$ cat src/hdl/ipq_ram.sv
// Generic simple dual-port RAM: one write port, one read port with a
// registered read that holds its data between reads. No dependencies.
module ipq_ram #(
	parameter int WIDTH = 8,
	parameter int DEPTH = 16
) (
	input  logic                     clk,
	input  logic                     we,
	input  logic [$clog2(DEPTH)-1:0] waddr,
	input  logic [WIDTH-1:0]         wdata,
	input  logic                     re,
	input  logic [$clog2(DEPTH)-1:0] raddr,
	output logic [WIDTH-1:0]         rdata
);

	logic [WIDTH-1:0] mem [DEPTH];

	always_ff @(posedge clk) begin
		if (we) begin
			mem[waddr] <= wdata;
		end
		if (re) begin
			rdata <= mem[raddr];
		end
	end

endmodule

$ cat config.mk
export PLATFORM = sky130hd
export DESIGN_NAME = ipq_ram
export DESIGN_NICKNAME = d
export VERILOG_FILES = /design/src/hdl/ipq_ram.sv
export SDC_FILE = /design/constraint.sdc
export NUM_CORES = 1
export LEC_CHECK = 0
export BUFFER_PORTS_ARGS = -buffer_cell sky130_fd_sc_hd__buf_4
export CORE_ASPECT_RATIO = 0.5
export CORE_UTILIZATION = 50
export CTS_CLUSTER_DIAMETER = 150
export DETAILED_ROUTE_END_ITERATION = 8
export PLACE_DENSITY_LB_ADDON = 0.05
export SKIP_LAST_GASP = 1
export SLEW_MARGIN = 25
export SYNTH_ARGS = -nofsm -noshare
export SYNTH_HDL_FRONTEND = slang
export SYNTH_SLANG_ARGS = --single-unit
$ cat constraint.sdc
create_clock -name clk -period 2.1 [get_ports clk]
set_clock_uncertainty 0.1 [all_clocks]
set_input_delay 0.21 -clock clk [delete_from_list [all_inputs] [get_ports clk]]
set_output_delay 0.21 -clock clk [all_outputs]
set_load 0.005 [all_outputs]
# Word-level counts from Yosys, hierarchy flattened
# Memory sizes are Yosys's and may differ from the RTL's. A register that Yosys moved wholly into a read port is not among the register bits.
# Index checks and enable logic that the tools add are counted.
word_totals:
  register_bits: 0
  latch_bits: 0
  ramBits: 128
  romBits: 0
  memories: 1
memory_table:
  columns: ["name", "words", "width", "rd", "rd_ports_with_merged_regs", "write_ports", "line", "text"]
  rows:
  - ["mem", 16, 8, 1, 1, 1, "16", "logic [WIDTH-1:0] mem [DEPTH];"]
op_classes:
  add_sub_neg: 0
  mul: 0
  div: 0
  magnitude_cmp: 0
  n_eq_ne: 0
  shift: 0
  n_mux: 2
  bitwise_logic: 0
  n_reduce_logical: 0
op_table:
  columns: ["op", "count"]
  rows:
  - ["two-way mux 1 bit", 2]

# Logic depth before layout (Yosys ltp)
logic_depth:
  depth_word: 2
  mapped_depth: 5

# Least setup slack after synthesis
# Ideal clock, no wire load.
synth_path:
  path_kind: "input to register"
  startpoint: "in waddr[2]"
  endpoint: "mem mem[0][0], enable pin"
  setup_ns: 0.383
  t_arrival_ns: 1.320
  slack_ns: 0.297
  stages: 2
  cell_sequence: "or3b_2 -> nor3_1"
synth_lines:
  columns: ["element", "line", "text"]
  rows:
  - ["start, declared", "9", "input logic [$clog2(DEPTH)-1:0] waddr,"]
  - ["end, declared", "16", null]
# No word-level cell before the write port.

==> impl_metrics.yaml <==
outcome:
  outcome: "complete, no violations"
clocking:
  cts.sinks: 136
  insertion_delay_ns: 0.40
  cts-root-buf: "clkbuf_16"
  htree_levels: 4
  post_cts_resized: 0
  path_clk_slew_ns: 0.05
  cts_tree: "built"
  cts_post_setup_buffers_inserted: 0
  cts_made_buffers: 17
  cts_hold_buf: 0
  clockBufferDepth: 2
die:
  io_pins: 27
  core_area_um2: 9790
  die-area_um2: 10900
  rows: 25
  die_y_um: 74.3
  die_w_um: 147
  start_util: 0.534
place:
  place.gp.congestion: 0.813
  dp_slack_ns: 0.101
  dp_cells: 405
  detailed_place_hpwl_um: 6910
  portBuffers: 26
setup_path:
  required_ns: 2.14
  crit_path_end_kind: "register"
  worst-r2r-setup-slack_ns: 0.43
  r2r_cells: 3
  critPathKind: "register to register"
  r2r-start: "mem[0][7]"
  rr_endpoint: "rdata[7]"
  crit_start: "mem[0][7]"
  startpoint_type: "register"
  cp_max_fo: 1
  cp.arrival_ns: 1.71
route:
  dr_wl_met2_um: 4570
  detail-route-antenna-nets: 0
  routed_wl_um: 10500
  drc_errors: 0
  met1_length_um: 5110
  drt-initial-drc-count: 280
  first_pass_iters: 4
  vias_per_cell: 5.66
  topRoutingLayerUsed: "met4"
  avgRoutedWirePerCell_um: 24.1
  dr_wl_met3_um: 718
  vias: 2461
timing:
  max_freq_ghz: 0.599
  min_period_ns: 1.67
  fin_setup_tns_ns: 0
  tightestPinTransition_ns: 0.673
  post-route-period-util: 0.795
  setup_ws_ns: 0.430
  hold_violations: 0
  relSlewSlack: 0.550
  drv_slew: 0
  setup_viol: 0
  rsz0062_at_grt: "no"
global_route:
  grt.overflow.total: 0
  grt_use_total: 0.216
  first_global_vias: 2534
  antenna_found_initial: 0
  grt_pass1_wl_um: 15700
  grt_max_degree: 17
synth:
  syn_inst: 229
  synth.distinct_cells: 18
  ys_seq_elements: 136
  syn_avg_cell_area_um2: 22.8
  ys_seq_area_frac: 0.781
  ys_warn_count: 0
  synth_nets: 248
  synth_area_um2: 5230
min_path:
  holdPathStages: 1
  min_from: "wdata[5]"
  min_path_type: "primary input to register"
  whs_endpoint: "mem[7][5]"
final_layout:
  area_delta_synth_final_pct: 20.0
  mostFrequentLayoutCell: "edfxtp_1"
  stdcell_count: 435
  antennaDiodeCount: 0
  register_area_um2: 4080
  nFillCells: 662
  layout.nets: 308
  multi_input_area_um2: 1060
  most-common-layout-cells: "edfxtp_1, buf_4, mux4_2, clkbuf_16, a22oi_1"
  drive_gt1_frac: 0.313
job:
  cap_violations: 0
power:
  p_leak_nw: 2.13
  power_density_nw_per_um2: 993
  ir_drop_v: 0.000661
-- sequential cells by signal (all words and copies together) (netlist names) --
| signal | flops |
|---|---|
| mem | 128 |
| rdata | 8 |
-- cell usage after synthesis --
master             n  area, um^2
or3b_2             1        8.76
nand2b_1           2        12.5
and2_1             1        6.26
nand2_1            9        33.8
buf_2              3        15.0
buf_4              1        7.51
nand3b_1           2        15.0
nor2b_1            1        6.26
clkdlybuf4s25_2    3        30.0
buf_6              3        33.8
mux4_2            18         405
a22oi_1           16         120
edfxtp_1         136        4080
nor3_1             4        20.0
and2b_1            1        7.51
nand3_1            1        5.00
mux4_1            14         368
nor2_1            13        48.8
-- cell families (layout without fill, tap and decap cells) --
kind of cell,count (synthesis),count (layout),synth area share
AO/OA/AOI/OAI,16,16,0.0230
multiplexers,32,32,0.148
AND/OR/NAND/NOR,35,35,0.0314
buffers and inverters,10,81,0.0165
flip-flops,136,136,0.781
-- report_power, final --
part           total, mW  switching [mW]  internal (mW)
combinational      0.310           0.169          0.141
sequential          3.08          0.0193           3.06
clock               2.84            1.01           1.83
-- critical path, cell delays in order (launching register included) --
cell and delay [ns]:
edfxtp_1 0.38, mux4_2 0.46, a22oi_1 0.37, nand2_1 0.10
-- per-layer routing --
metal	vias up	GRT usage
li1	1103	-
met5	-	0
met2	84	0.304
met1	1267	0.336
met3	7	0.0497
met4	0	0.0718
-- area by class of cell --
| cell class | instances | area share |
|---|---|---|
| clock buffer | 19 | 0.0690 |
| timing repair buffer | 51 | 0.0630 |
| clock inverter | 11 | 0.0211 |
| multi-input combinational | 83 | 0.169 |
| tap | 135 | 0.0269 |
| sequential | 136 | 0.651 |
-- how the worst max path moves through the flow --
stage / to / slack, ns / depth (start not counted)
global placement: rdata[3] / 0.10 / 5
CTS: rdata[6] / 0.45 / 3
global route: rdata[7] / 0.37 / 3
floorplan: mem[0][0] / 0.30 / 2
finish: rdata[7] / 0.43 / 3
detailed placement: rdata[6] / 0.10 / 5
-- stage by stage --
stage	hold WS, ns	power (mW)	area (um^2)	utilization
final	0.0380	6.23	6270	0.641
after global routing	0.0371	6.42	6270	0.641
after CTS	0.0241	6.28	6270	0.641
after detailed placement	0.443	3.44	5710	0.583
after global placement	0.420	3.43	5710	0.583
after floorplan	0.209	3.28	5230	-
Note: power is estimated with default switching activity, not from simulation.
